**src/design/i2cm_pkg.sv**
```systemverilog
// types and constants shared by the i2c master byte sequencer
package i2cm_pkg;

  localparam int TPU_W   = 10;
  localparam int LIMIT_W = 8;
  localparam int WAIT_W  = 12;
  localparam int CFG_IDX_W  = 1;
  localparam int CFG_DATA_W = 10;

  // register indexes on the configuration port
  localparam logic [CFG_IDX_W-1:0] CFG_TICKS_PER_US   = 1'd0;
  localparam logic [CFG_IDX_W-1:0] CFG_ACK_POLL_LIMIT = 1'd1;

  localparam logic [TPU_W-1:0]   TPU_RESET   = 10'd240;
  localparam logic [LIMIT_W-1:0] LIMIT_RESET = 8'd250;

  // command codes
  localparam logic [1:0] MODE_START = 2'd0;
  localparam logic [1:0] MODE_STOP  = 2'd1;
  localparam logic [1:0] MODE_WRITE = 2'd2;
  localparam logic [1:0] MODE_READ  = 2'd3;

  typedef struct packed {
    logic       cmd_valid;
    logic [1:0] mode;
    logic [7:0] tx_byte;
    logic       send_ack;
    logic       sda_in;
  } in_item_t;

  typedef struct packed {
    logic       scl_out;
    logic       sda_out;
    logic       busy_res;
    logic       done_res;
    logic [7:0] rx_byte;
    logic       ack_failed;
  } out_item_t;

endpackage

```
**src/design/i2cm_ifs.sv**
```systemverilog
// valid/ready channel interfaces for the input and result words
interface i2cm_in_if;
  logic       valid;
  logic       ready;
  logic       cmd_valid;
  logic [1:0] mode;
  logic [7:0] tx_byte;
  logic       send_ack;
  logic       sda_in;

  modport source (output valid, output cmd_valid, output mode, output tx_byte,
                  output send_ack, output sda_in, input ready);
  modport sink   (input valid, input cmd_valid, input mode, input tx_byte,
                  input send_ack, input sda_in, output ready);
endinterface

interface i2cm_out_if;
  logic       valid;
  logic       ready;
  logic       scl_out;
  logic       sda_out;
  logic       busy_res;
  logic       done_res;
  logic [7:0] rx_byte;
  logic       ack_failed;

  modport source (output valid, output scl_out, output sda_out, output busy_res,
                  output done_res, output rx_byte, output ack_failed, input ready);
  modport sink   (input valid, input scl_out, input sda_out, input busy_res,
                  input done_res, input rx_byte, input ack_failed, output ready);
endinterface

```
**src/design/i2cm_core.sv**
```systemverilog
// bus sequencer state and the one-tick step of the i2c master
module i2cm_core
  import i2cm_pkg::*;
(
  input  logic               clk,
  input  logic               rst_n,
  input  logic               step_en,
  input  in_item_t           item,
  input  logic [TPU_W-1:0]   ticks_per_us,
  input  logic [LIMIT_W-1:0] ack_poll_limit,
  output out_item_t          res
);

  localparam logic [4:0] PH_IDLE  = 5'd0;
  localparam logic [4:0] PH_ST1   = 5'd1;
  localparam logic [4:0] PH_ST2   = 5'd2;
  localparam logic [4:0] PH_FIN   = 5'd3;
  localparam logic [4:0] PH_SP1   = 5'd4;
  localparam logic [4:0] PH_SP2   = 5'd5;
  localparam logic [4:0] PH_WDATA = 5'd6;
  localparam logic [4:0] PH_WHIGH = 5'd7;
  localparam logic [4:0] PH_WLOW  = 5'd8;
  localparam logic [4:0] PH_WEND  = 5'd9;
  localparam logic [4:0] PH_AK0   = 5'd10;
  localparam logic [4:0] PH_AK1   = 5'd11;
  localparam logic [4:0] PH_AK2   = 5'd12;
  localparam logic [4:0] PH_POLL  = 5'd13;
  localparam logic [4:0] PH_RLOW  = 5'd14;
  localparam logic [4:0] PH_RHIGH = 5'd15;
  localparam logic [4:0] PH_RA0   = 5'd16;
  localparam logic [4:0] PH_RA1   = 5'd17;
  localparam logic [4:0] PH_RA2   = 5'd18;

  logic [4:0]        phase_r, phase_nxt;
  logic [WAIT_W-1:0] wait_r, wait_nxt;
  logic [3:0]        bit_r, bit_nxt;
  logic [7:0]        shift_r, shift_nxt;
  logic [7:0]        poll_r, poll_nxt;
  logic              scl_r, scl_nxt;
  logic              sda_r, sda_nxt;
  logic              ackc_r, ackc_nxt;
  logic [7:0]        rx_r, rx_nxt;
  logic              fail_r, fail_nxt;

  logic [WAIT_W-1:0] wait_1us, wait_2us, wait_4us, wait_dec;
  logic [3:0]        bit_inc;
  logic              act, done;

  // 1, 2 and 4 us waits, ticks_per_us shifted into the counter width with no bits lost
  assign wait_1us = {2'b00, ticks_per_us};
  assign wait_2us = {1'b0, ticks_per_us, 1'b0};
  assign wait_4us = {ticks_per_us, 2'b00};
  assign wait_dec = wait_r - 1'b1;
  assign bit_inc  = bit_r + 1'b1;

  always_comb begin
    phase_nxt = phase_r;
    wait_nxt  = wait_r;
    bit_nxt   = bit_r;
    shift_nxt = shift_r;
    poll_nxt  = poll_r;
    scl_nxt   = scl_r;
    sda_nxt   = sda_r;
    ackc_nxt  = ackc_r;
    rx_nxt    = rx_r;
    fail_nxt  = fail_r;
    done      = 1'b0;
    act       = 1'b1;

    if (phase_r == PH_IDLE) begin
      act = 1'b0;
      if (item.cmd_valid) begin
        ackc_nxt = item.send_ack;
        fail_nxt = 1'b0;
        unique case (item.mode)
          MODE_START: begin
            sda_nxt = 1'b1; scl_nxt = 1'b1; wait_nxt = wait_4us; phase_nxt = PH_ST1;
          end
          MODE_STOP: begin
            sda_nxt = 1'b0; wait_nxt = wait_4us; phase_nxt = PH_SP1;
          end
          MODE_WRITE: begin
            bit_nxt = '0; shift_nxt = item.tx_byte;
            scl_nxt = 1'b0; wait_nxt = wait_4us; phase_nxt = PH_WDATA;
          end
          MODE_READ: begin
            bit_nxt = '0; shift_nxt = '0;
            scl_nxt = 1'b0; sda_nxt = 1'b1; wait_nxt = wait_2us; phase_nxt = PH_RHIGH;
          end
        endcase
      end
    end else if (wait_r != '0) begin
      wait_nxt = wait_dec;
      if (wait_dec != '0) act = 1'b0;
    end

    if (act) begin
      unique case (phase_r)
        PH_ST1:  begin sda_nxt = 1'b0; wait_nxt = wait_4us; phase_nxt = PH_ST2; end
        PH_ST2:  begin scl_nxt = 1'b0; wait_nxt = wait_4us; phase_nxt = PH_FIN; end
        PH_SP1:  begin scl_nxt = 1'b1; wait_nxt = wait_4us; phase_nxt = PH_SP2; end
        PH_SP2:  begin sda_nxt = 1'b1; wait_nxt = wait_4us; phase_nxt = PH_FIN; end
        PH_WDATA: begin
          sda_nxt = shift_r[7]; wait_nxt = wait_4us; phase_nxt = PH_WHIGH;
        end
        PH_WHIGH: begin
          scl_nxt   = 1'b1;
          wait_nxt  = wait_4us;
          shift_nxt = {shift_r[6:0], 1'b0};
          bit_nxt   = bit_inc;
          phase_nxt = (bit_inc >= 4'd8) ? PH_WEND : PH_WLOW;
        end
        PH_WLOW: begin scl_nxt = 1'b0; wait_nxt = wait_4us; phase_nxt = PH_WDATA; end
        PH_WEND: begin scl_nxt = 1'b0; wait_nxt = wait_2us; phase_nxt = PH_AK0; end
        PH_AK0:  begin scl_nxt = 1'b0; wait_nxt = wait_4us; phase_nxt = PH_AK1; end
        PH_AK1:  begin sda_nxt = 1'b1; wait_nxt = wait_4us; phase_nxt = PH_AK2; end
        PH_AK2: begin
          scl_nxt = 1'b1; wait_nxt = wait_4us; poll_nxt = '0; phase_nxt = PH_POLL;
        end
        PH_POLL: begin
          if (!item.sda_in) begin
            scl_nxt = 1'b0; wait_nxt = wait_4us; phase_nxt = PH_FIN;
          end else if (poll_r >= ack_poll_limit) begin
            // no ack in time: flag it and run the stop sequence
            fail_nxt = 1'b1;
            sda_nxt = 1'b0; wait_nxt = wait_4us; phase_nxt = PH_SP1;
          end else begin
            poll_nxt = poll_r + 1'b1;
          end
        end
        PH_RLOW: begin
          scl_nxt = 1'b0; sda_nxt = 1'b1; wait_nxt = wait_2us; phase_nxt = PH_RHIGH;
        end
        PH_RHIGH: begin
          scl_nxt   = 1'b1;
          shift_nxt = {shift_r[6:0], item.sda_in};
          bit_nxt   = bit_inc;
          wait_nxt  = wait_1us;
          phase_nxt = (bit_inc >= 4'd8) ? PH_RA0 : PH_RLOW;
        end
        PH_RA0: begin
          scl_nxt = 1'b0; sda_nxt = !ackc_r; wait_nxt = wait_2us; phase_nxt = PH_RA1;
        end
        PH_RA1:  begin scl_nxt = 1'b1; wait_nxt = wait_2us; phase_nxt = PH_RA2; end
        PH_RA2: begin
          scl_nxt = 1'b0; rx_nxt = shift_r; done = 1'b1; phase_nxt = PH_IDLE;
        end
        PH_FIN:  begin done = 1'b1; phase_nxt = PH_IDLE; end
        default: phase_nxt = PH_IDLE;
      endcase
    end
  end

  always_ff @(posedge clk) begin
    if (!rst_n) begin
      phase_r <= PH_IDLE;
      wait_r  <= '0;
      bit_r   <= '0;
      shift_r <= '0;
      poll_r  <= '0;
      scl_r   <= 1'b1;
      sda_r   <= 1'b1;
      ackc_r  <= 1'b0;
      rx_r    <= '0;
      fail_r  <= 1'b0;
    end else if (step_en) begin
      phase_r <= phase_nxt;
      wait_r  <= wait_nxt;
      bit_r   <= bit_nxt;
      shift_r <= shift_nxt;
      poll_r  <= poll_nxt;
      scl_r   <= scl_nxt;
      sda_r   <= sda_nxt;
      ackc_r  <= ackc_nxt;
      rx_r    <= rx_nxt;
      fail_r  <= fail_nxt;
    end
  end

  always_comb begin
    res.scl_out    = scl_nxt;
    res.sda_out    = sda_nxt;
    res.busy_res   = (phase_nxt != PH_IDLE);
    res.done_res   = done;
    res.rx_byte    = rx_nxt;
    res.ack_failed = fail_nxt;
  end

endmodule

```
**src/design/i2c_master_byte_sequencer.sv**
```systemverilog
// top level of the i2c master byte sequencer: handshake stages and config registers
//
//  channel  dir  handshake          word
//  in_ch    in   valid/ready        cmd_valid, mode, tx_byte, send_ack, sda_in (one bus tick)
//  out_ch   out  valid/ready        scl_out, sda_out, busy_res, done_res, rx_byte, ack_failed
//  cfg_*    in   cfg_we, no ready   cfg_index selects ticks_per_us or ack_poll_limit
//
// one word in, one word out; a word can be taken every cycle while out_ch is ready
// a word passes the input register, then the step logic into the result register
// the step logic is one pass over the sequencer state, set by the wait counter compare
// a stalled output holds its word; the input register still takes one more word
// reset (synchronous, rst_n low) idles the bus with scl and sda released
module i2c_master_byte_sequencer
  import i2cm_pkg::*;
(
  input  logic                  clk,
  input  logic                  rst_n,
  i2cm_in_if.sink               in_ch,
  i2cm_out_if.source            out_ch,
  input  logic                  cfg_we,
  input  logic [CFG_IDX_W-1:0]  cfg_index,
  input  logic [CFG_DATA_W-1:0] cfg_data
);

  // configuration registers
  logic [TPU_W-1:0]   tpu_r;
  logic [LIMIT_W-1:0] limit_r;

  // input stage
  logic     s1_valid_r;
  in_item_t s1_item_r;

  // result stage
  logic      out_valid_r;
  out_item_t out_item_r;

  out_item_t step_res;
  logic      advance;

  always_ff @(posedge clk) begin
    if (!rst_n) begin
      tpu_r   <= TPU_RESET;
      limit_r <= LIMIT_RESET;
    end else if (cfg_we) begin
      unique case (cfg_index)
        CFG_TICKS_PER_US:   tpu_r   <= cfg_data[TPU_W-1:0];
        CFG_ACK_POLL_LIMIT: limit_r <= cfg_data[LIMIT_W-1:0];
        default: ;
      endcase
    end
  end

  // the held word steps the sequencer when the result register is free or draining
  assign advance     = s1_valid_r && (!out_valid_r || out_ch.ready);
  assign in_ch.ready = !s1_valid_r || advance;

  always_ff @(posedge clk) begin
    if (!rst_n) begin
      s1_valid_r <= 1'b0;
    end else if (in_ch.ready) begin
      s1_valid_r <= in_ch.valid;
    end
  end

  // payload, no reset needed
  always_ff @(posedge clk) begin
    if (in_ch.ready && in_ch.valid) begin
      s1_item_r.cmd_valid <= in_ch.cmd_valid;
      s1_item_r.mode      <= in_ch.mode;
      s1_item_r.tx_byte   <= in_ch.tx_byte;
      s1_item_r.send_ack  <= in_ch.send_ack;
      s1_item_r.sda_in    <= in_ch.sda_in;
    end
  end

  i2cm_core u_core (
    .clk            (clk),
    .rst_n          (rst_n),
    .step_en        (advance),
    .item           (s1_item_r),
    .ticks_per_us   (tpu_r),
    .ack_poll_limit (limit_r),
    .res            (step_res)
  );

  always_ff @(posedge clk) begin
    if (!rst_n) begin
      out_valid_r <= 1'b0;
    end else if (advance) begin
      out_valid_r <= 1'b1;
    end else if (out_ch.ready) begin
      out_valid_r <= 1'b0;
    end
  end

  always_ff @(posedge clk) begin
    if (advance) begin
      out_item_r <= step_res;
    end
  end

  assign out_ch.valid      = out_valid_r;
  assign out_ch.scl_out    = out_item_r.scl_out;
  assign out_ch.sda_out    = out_item_r.sda_out;
  assign out_ch.busy_res   = out_item_r.busy_res;
  assign out_ch.done_res   = out_item_r.done_res;
  assign out_ch.rx_byte    = out_item_r.rx_byte;
  assign out_ch.ack_failed = out_item_r.ack_failed;

endmodule

```
**src/flat_wrapper.sv**
```systemverilog
// flat-port wrapper written by rule: the top's interface ports become plain ports
module i2c_master_byte_sequencer_flat import i2cm_pkg::*;
  (clk, rst_n, cfg_we, cfg_index, cfg_data, in_ch_valid, in_ch_cmd_valid, in_ch_mode, in_ch_tx_byte, in_ch_send_ack, in_ch_sda_in, in_ch_ready, out_ch_valid, out_ch_scl_out, out_ch_sda_out, out_ch_busy_res, out_ch_done_res, out_ch_rx_byte, out_ch_ack_failed, out_ch_ready);
  i2cm_in_if in_ch_i ();
  i2cm_out_if out_ch_i ();
  input  logic clk;
  input  logic rst_n;
  input  logic cfg_we;
  input  logic [CFG_IDX_W-1:0] cfg_index;
  input  logic [CFG_DATA_W-1:0] cfg_data;
  input wire logic [$bits(in_ch_i.valid)-1:0] in_ch_valid;
  input wire logic [$bits(in_ch_i.cmd_valid)-1:0] in_ch_cmd_valid;
  input wire logic [$bits(in_ch_i.mode)-1:0] in_ch_mode;
  input wire logic [$bits(in_ch_i.tx_byte)-1:0] in_ch_tx_byte;
  input wire logic [$bits(in_ch_i.send_ack)-1:0] in_ch_send_ack;
  input wire logic [$bits(in_ch_i.sda_in)-1:0] in_ch_sda_in;
  output wire logic [$bits(in_ch_i.ready)-1:0] in_ch_ready;
  output wire logic [$bits(out_ch_i.valid)-1:0] out_ch_valid;
  output wire logic [$bits(out_ch_i.scl_out)-1:0] out_ch_scl_out;
  output wire logic [$bits(out_ch_i.sda_out)-1:0] out_ch_sda_out;
  output wire logic [$bits(out_ch_i.busy_res)-1:0] out_ch_busy_res;
  output wire logic [$bits(out_ch_i.done_res)-1:0] out_ch_done_res;
  output wire logic [$bits(out_ch_i.rx_byte)-1:0] out_ch_rx_byte;
  output wire logic [$bits(out_ch_i.ack_failed)-1:0] out_ch_ack_failed;
  input wire logic [$bits(out_ch_i.ready)-1:0] out_ch_ready;
  assign in_ch_i.valid = in_ch_valid;
  assign in_ch_i.cmd_valid = in_ch_cmd_valid;
  assign in_ch_i.mode = in_ch_mode;
  assign in_ch_i.tx_byte = in_ch_tx_byte;
  assign in_ch_i.send_ack = in_ch_send_ack;
  assign in_ch_i.sda_in = in_ch_sda_in;
  assign in_ch_ready = in_ch_i.ready;
  assign out_ch_valid = out_ch_i.valid;
  assign out_ch_scl_out = out_ch_i.scl_out;
  assign out_ch_sda_out = out_ch_i.sda_out;
  assign out_ch_busy_res = out_ch_i.busy_res;
  assign out_ch_done_res = out_ch_i.done_res;
  assign out_ch_rx_byte = out_ch_i.rx_byte;
  assign out_ch_ack_failed = out_ch_i.ack_failed;
  assign out_ch_i.ready = out_ch_ready;
  i2c_master_byte_sequencer u_core (.clk(clk), .rst_n(rst_n), .in_ch(in_ch_i), .out_ch(out_ch_i), .cfg_we(cfg_we), .cfg_index(cfg_index), .cfg_data(cfg_data));
endmodule
```
**config.mk**
```make
export PLATFORM = sky130hd
export DESIGN_NAME = i2c_master_byte_sequencer_flat
export DESIGN_NICKNAME = d
export VERILOG_FILES = /design/src/design/i2cm_pkg.sv /design/src/design/i2cm_ifs.sv /design/src/design/i2cm_core.sv /design/src/design/i2c_master_byte_sequencer.sv /design/src/flat_wrapper.sv
export SDC_FILE = /design/constraint.sdc
export NUM_CORES = 1
export LEC_CHECK = 0
export ABC_AREA = 0
export BUFFER_PORTS_ARGS = -buffer_cell sky130_fd_sc_hd__buf_2
export CELL_PAD_IN_SITES_DETAIL_PLACEMENT = 0
export CELL_PAD_IN_SITES_GLOBAL_PLACEMENT = 1
export CORE_MARGIN = 2
export CORE_UTILIZATION = 42
export CTS_CLUSTER_SIZE = 40
export DETAILED_ROUTE_END_ITERATION = 12
export GPL_ROUTABILITY_DRIVEN = 0
export PLACE_DENSITY_LB_ADDON = 0.1
export SLEW_MARGIN = 20
export SYNTH_ARGS = -nofsm -noshare
export SYNTH_HDL_FRONTEND = slang
export SYNTH_SLANG_ARGS = --single-unit
```
**constraint.sdc**
```tcl
create_clock -name clk -period 2.9 [get_ports clk]
set_input_delay 0.435 -clock clk [delete_from_list [all_inputs] [get_ports clk]]
set_output_delay 0.435 -clock clk [all_outputs]
set_load 0.05 [all_outputs]
```
### Word level (Yosys, flattened, before mapping)

Index checks and enable logic that the tools add are counted.

* bits of input ports: 29
* logic and storage cells: 140
* register bits after elaboration: 95
* output and inout port bits: 15

* reduce and logical (&&, ||, !) cells: 29
* eq/ne operators: 23
* muxes and demuxes: 57
* order comparisons: 2
* bitwise logic cells: 1
* add/subtract/negate cells: 3

Operator list (number)
* 5-bit case mux with 15 select lines: 1
* 12-bit 2-to-1 mux: 6
* 8-bit 2-to-1 mux: 7
* 12-bit case mux with 4 select lines: 1
* 8-bit case mux with 2 select lines: 3
* 5-bit by 4-bit equality test with 1-bit output, second input constant: 8
* 5-bit 2-to-1 mux: 6
* 12-bit case mux with 2 select lines: 1
* 12-bit nonzero test: 2
* 1-bit 2-to-1 mux: 22
* 5-bit by 3-bit equality test with 1-bit output, second input constant: 4
* 4-bit 2-to-1 mux: 5
* 5-bit case mux with 4 select lines: 1
* 5-bit equality test, second input constant: 3
* 12-bit by 1-bit subtractor with 12-bit output, second input constant: 1
* 5-bit by 2-bit equality test with 1-bit output, second input constant: 2
* 10-bit OR reduction: 1
* 2-bit OR reduction: 5
* 8-bit by 1-bit adder with 8-bit output, second input constant: 1
* 8-bit >= comparator: 1
* 7-bit OR reduction: 1
* 3-bit OR reduction: 2
* 5-bit by 1-bit equality test with 1-bit output, second input constant: 1
* 5-bit zero test: 1
* 21 further kinds: 29

### Longest topological paths before layout

* word-level depth: 9
* gate-level depth with buffers: 13
* mapped depth without buffers: 9

### Hierarchy

From an unflattened synthesis, not the netlist that was laid out.

* cell total of the unflattened synthesis: 640
* area total of the unflattened synthesis: 5612.9 µm²

By module, submodules not included
* i2cm_core: cells each 525, area an instance 3961.3 µm², times used 1
* i2c_master_byte_sequencer: cells each 115, area an instance 1651.6 µm², times used 1

### Worst setup path before layout

Ideal clock, no wire load.

* path kind: flip-flop to flip-flop
* start point: register u_core.u_core.wait_r[0]
* end point: register u_core.out_item_r (netlist bit u_core.out_ch.rx_byte[0]) (data pin)
* path buffers: 3
* data arrival time: 2.477 ns
* cell stages (with the launch flop): 12
* slack: 0.163 ns
* data required time: 2.640 ns
* library setup time: 0.260 ns
* cell sequence: dfxtp_1 > inv_1 > ha_1 > buf_4 > or4b_1 > o22ai_1 > a21o_1 > a41o_1 > buf_6 > and3_4 > buf_6 > mux2_4

RTL lines
* from (decl): line i2cm_core.sv:35 `logic [WAIT_W-1:0] wait_r, wait_nxt;`
* from (signal assigned): line i2cm_core.sv:168 `wait_r <= wait_nxt;`
* to (signal assigned): line i2c_master_byte_sequencer.sv:98 `out_item_r <= step_res;`
* to (decl): line i2c_master_byte_sequencer.sv:35 `out_item_t out_item_r;`

### Worst setup path in the final report

* start point: register u_core.u_core.wait_r[1]
* end point: register u_core.u_core.poll_r[6]

* cells in the longest elaborated chain, start to end: 6

RTL lines
* 12-bit by 1-bit subtractor with 12-bit output: line i2cm_core.sv:53 `assign wait_dec = wait_r - 1'b1;`
* 12-bit nonzero test: line i2cm_core.sv:94 `if (wait_dec != '0) act = 1'b0;`
* 1-bit 2-to-1 mux: line i2cm_core.sv:94
* 1-bit 2-to-1 mux *: line i2cm_core.sv:92 `end else if (wait_r != '0) begin`
* 1-bit 2-to-1 mux *: line i2cm_core.sv:70 `if (phase_r == PH_IDLE) begin`
* 5-bit AND reduction (no line) *
* to (signal assigned): line i2cm_core.sv:171 `poll_r <= poll_nxt;`
* to (decl): line i2cm_core.sv:38 `logic [7:0] poll_r, poll_nxt;`

Every way passes the cells marked *; elsewhere a longest branch is shown, timed or not.
A chain may end at the register's enable or synchronous reset.

==> run summary <==
Die Area = 14600 um2
fmax = 370 MHz
CP Launch Point = u_core.u_core.wait_r[1]
VDD IR max = 389 uV
R2R depth = 10
final slew viol count = 0
total overflow reported by the global router = 0
Met1 Wirelength = 7590 um
r2r setup slk = 0.20 ns
fill count = 1292
first-pass GRT wire length = 26100 um
routed length per instance = 17.7 um
Worst Path Required = 3.17 ns
DRC viols = 0
CTS Sinks = 95
RSZ-0062 raised after global routing = no
CTS clk-pin slew, worst paths = 0.07 ns
Worst path max stage delay = 0.44 ns
share of cells above drive strength 1 = 17.9%
setup TNS = 0 ns
Rows = 42
WHS = 0.260 ns
DR pass1 iterations = 5
critical path depth in cells = 10
met3 wire len = 800 um
Tmin final = 2.70 ns
combinational family with the most area after synthesis = compound AO/OA/AOI/OAI gates
WL final = 15800 um
flops & latches, synth = 95
vias in the first global route = 4913
clk_lat worst skew = 0.35 ns
Vias/cell = 5.88
antenna viol nets, final = 0
Crit Path Category = reg2reg
synthesized cell area = 5740 um2
routed via count = 5237
most common cell after layout, fill and taps aside = nand2_1
Ant. Diodes = 0
Critical Path AT = 2.97 ns
Max clock buf depth = 2
adder-cell share of the synthesized area = 3.70%
Net Count, Synth = 713
Routed met2 length = 7040 um
die height = 121 um
final-report setup violation count = 0
critical path fanouts, max = 8
EDFF count, synth = 26
Post-DP HPWL = 11600 um
Core Area = 13300 um2
period utilization = 93.1%
mux cell area share after synthesis = 5.45%
sequential-to-total area share from yosys stat = 37.6%
H-tree depth = 3
delay-heaviest family, CP = simple AND/OR/NAND/NOR gates
Post-Synth Simple-Gate Area = 22.4%
num ports = 44
DR iter-0 viols = 548
Starting Density = 43.2%
Worst setup EP type = flop
Buffers on Ports = 43
Hold WC Path Type = in2reg
xor/xnor share of the synthesized area = 1.07%
Synth cell types = 78
CTS root buf = clkbuf_16
compound-gate portion of the synthesized area = 24.4%
area delta synth->final = 14.0%
clk_skew = 0.00870 ns
syn avg cell area = 8.61 um2
RR Endpoint = u_core.u_core.poll_r[6]
startpoint types = flop
GR Util All Layers = 22.6%
largest net degree at the start of global routing = 52
commonest cells after routing, fill and taps aside = 83 x nand2_1, 68 x dfxtp_1, 52 x o21ai_0, 46 x a21oi_1, 43 x buf_2
yosys warns = 0
leakage = 2.45 nW
endpoints failing hold = 0
max cap viols = 0
nets = 756
CTS buffer count = 9
width of the chip = 121 um
TritonCTS clock tree = done
R2R Path Start = u_core.u_core.wait_r[1]
Worst setup endpoint = u_core.u_core.poll_r[6]
ys flop type = dfxtp_1
critical-path cell list = inv_1, ha_1, or3b_4, nand2b_4, nor4_4, a41o_1, buf_4, o2111ai_4, or3_1, a21oi_1
Power Density = 521 nW/um2
Cells after Synth = 667
hold_buf cts = 0
initial antenna violation count = 0
crit path max-delay cell type = or3b_4
Top Layer Used = met4
Buf/Inv on CP = 2
asr flop ratio synth = 0%
outcome = finished, final reports clean
worst slew pin tran = 0.973 ns
slew margin rel. = 35.0%
## layout make-up
class	instances	area (um2)	area share [%]
timing repair buffer	80	505	7.72
tap	176	220	3.36
clock buffer	9	225	3.44
clock inverter	7	71.3	1.09
sequential	95	2160	33.0
inverter	22	82.6	1.26
multi-input combinational	502	3280	50.1
## routing by layer
| layer | up-vias | track usage [%] |
|---|---|---|
| met3 | 28 | 4.51 |
| met1 | 2494 | 32.3 |
| met5 | - | 0 |
| met2 | 159 | 33.7 |
| li1 | 2556 | - |
| met4 | 0 | 7.78 |
## worst min path at each step
stage,start,endpoint,slack (ns),depth (start not counted)
after detailed placement,u_core.u_core.rx_r[4],u_core.u_core.rx_r[4],0.45,2
after CTS,in_ch_mode[1],u_core.s1_item_r[11],0.25,1
after global placement,u_core.u_core.rx_r[1],u_core.u_core.rx_r[1],0.44,2
after global routing,in_ch_tx_byte[0],u_core.s1_item_r[2],0.25,1
final,in_ch_mode[1],u_core.s1_item_r[11],0.26,1
after floorplan,u_core.u_core.rx_r[0],u_core.u_core.rx_r[0],0.43,2
## state kept, by name, summed over array words and instances (netlist names)
register and cells:
u_core.u_core.sda_r 1, u_core.u_core.scl_r 1, u_core.tpu_r 10, u_core.out_ch.rx_byte 8, u_core.out_ch.valid 1, u_core.u_core.ackc_r 1
u_core.out_ch.sda_out 1, u_core.u_core.fail_r 1, u_core.out_ch.done_res 1, u_core.u_core.bit_r 4, u_core.u_core.wait_r 12, u_core.u_core.shift_r 8
u_core.s1_item_r 13, u_core.out_ch.scl_out 1, u_core.s1_valid_r 1, u_core.u_core.phase_r 5, u_core.out_ch.ack_failed 1, u_core.u_core.rx_r 8
u_core.limit_r 8, u_core.out_ch.busy_res 1, u_core.u_core.poll_r 8
## synth_stat cells, types with 7 or more instances
library cell  number  area [um2]
and2_1             7        43.8
nand2_1           83         312
inv_1             21        78.8
a21oi_1           46         230
o21ai_0           52         260
dfxtp_1           69        1380
nand2b_1          14        87.6
a31oi_1            8        50.1
edfxtp_1          26         781
a22o_1            16         140
mux2i_1           17         170
nor3_1            16        80.1
nor3b_1            9        67.6
nand3_1           31         155
a21boi_0          14         105
mux2_4             8         120
nor2_1            28         105
o221ai_1           8        70.1
clkbuf_1          31         116
o22ai_1            8        50.1
ha_1              17         213
nor2b_1            7        43.8
o211ai_1          10        75.1
or3_1             11        68.8
## power by group
part | switching [W] | leakage (nW) | total, W | internal, W
clock | 0.000531 | 0.139 | 0.00120 | 0.000669
sequential | 0.0000721 | 0.814 | 0.00149 | 0.00142
combinational | 0.000438 | 1.50 | 0.000721 | 0.000283
## cell families (layout without fill, tap and decap cells)
family	after synthesis	count (layout)
AND/OR/NAND/NOR	244	244
AO/OA/AOI/OAI	207	207
flip-flops	95	95
buffers and inverters	70	118
multiplexers	27	27
adder cells (fa/ha/maj)	17	17
XOR/XNOR	7	7
## through the flow
step	util (%)	instances	power, W	area, um2	setup WS (ns)
2_1_floorplan	-	667	0.00200	5740	0.163
3_3_place_gp	46.9	874	0.00222	6230	0.240
3_5_place_dp	46.9	874	0.00222	6230	0.161
4_1_cts	49.1	890	0.00343	6530	0.143
5_1_grt	49.2	891	0.00357	6550	0.0107
6_report	49.2	891	0.00341	6550	0.200
## timing repair
item,in CTS,in global routing
resized for setup,0,3
setup endpoints to repair,0,18
buffers inserted,0,1
(Power assumes the default switching activity.)
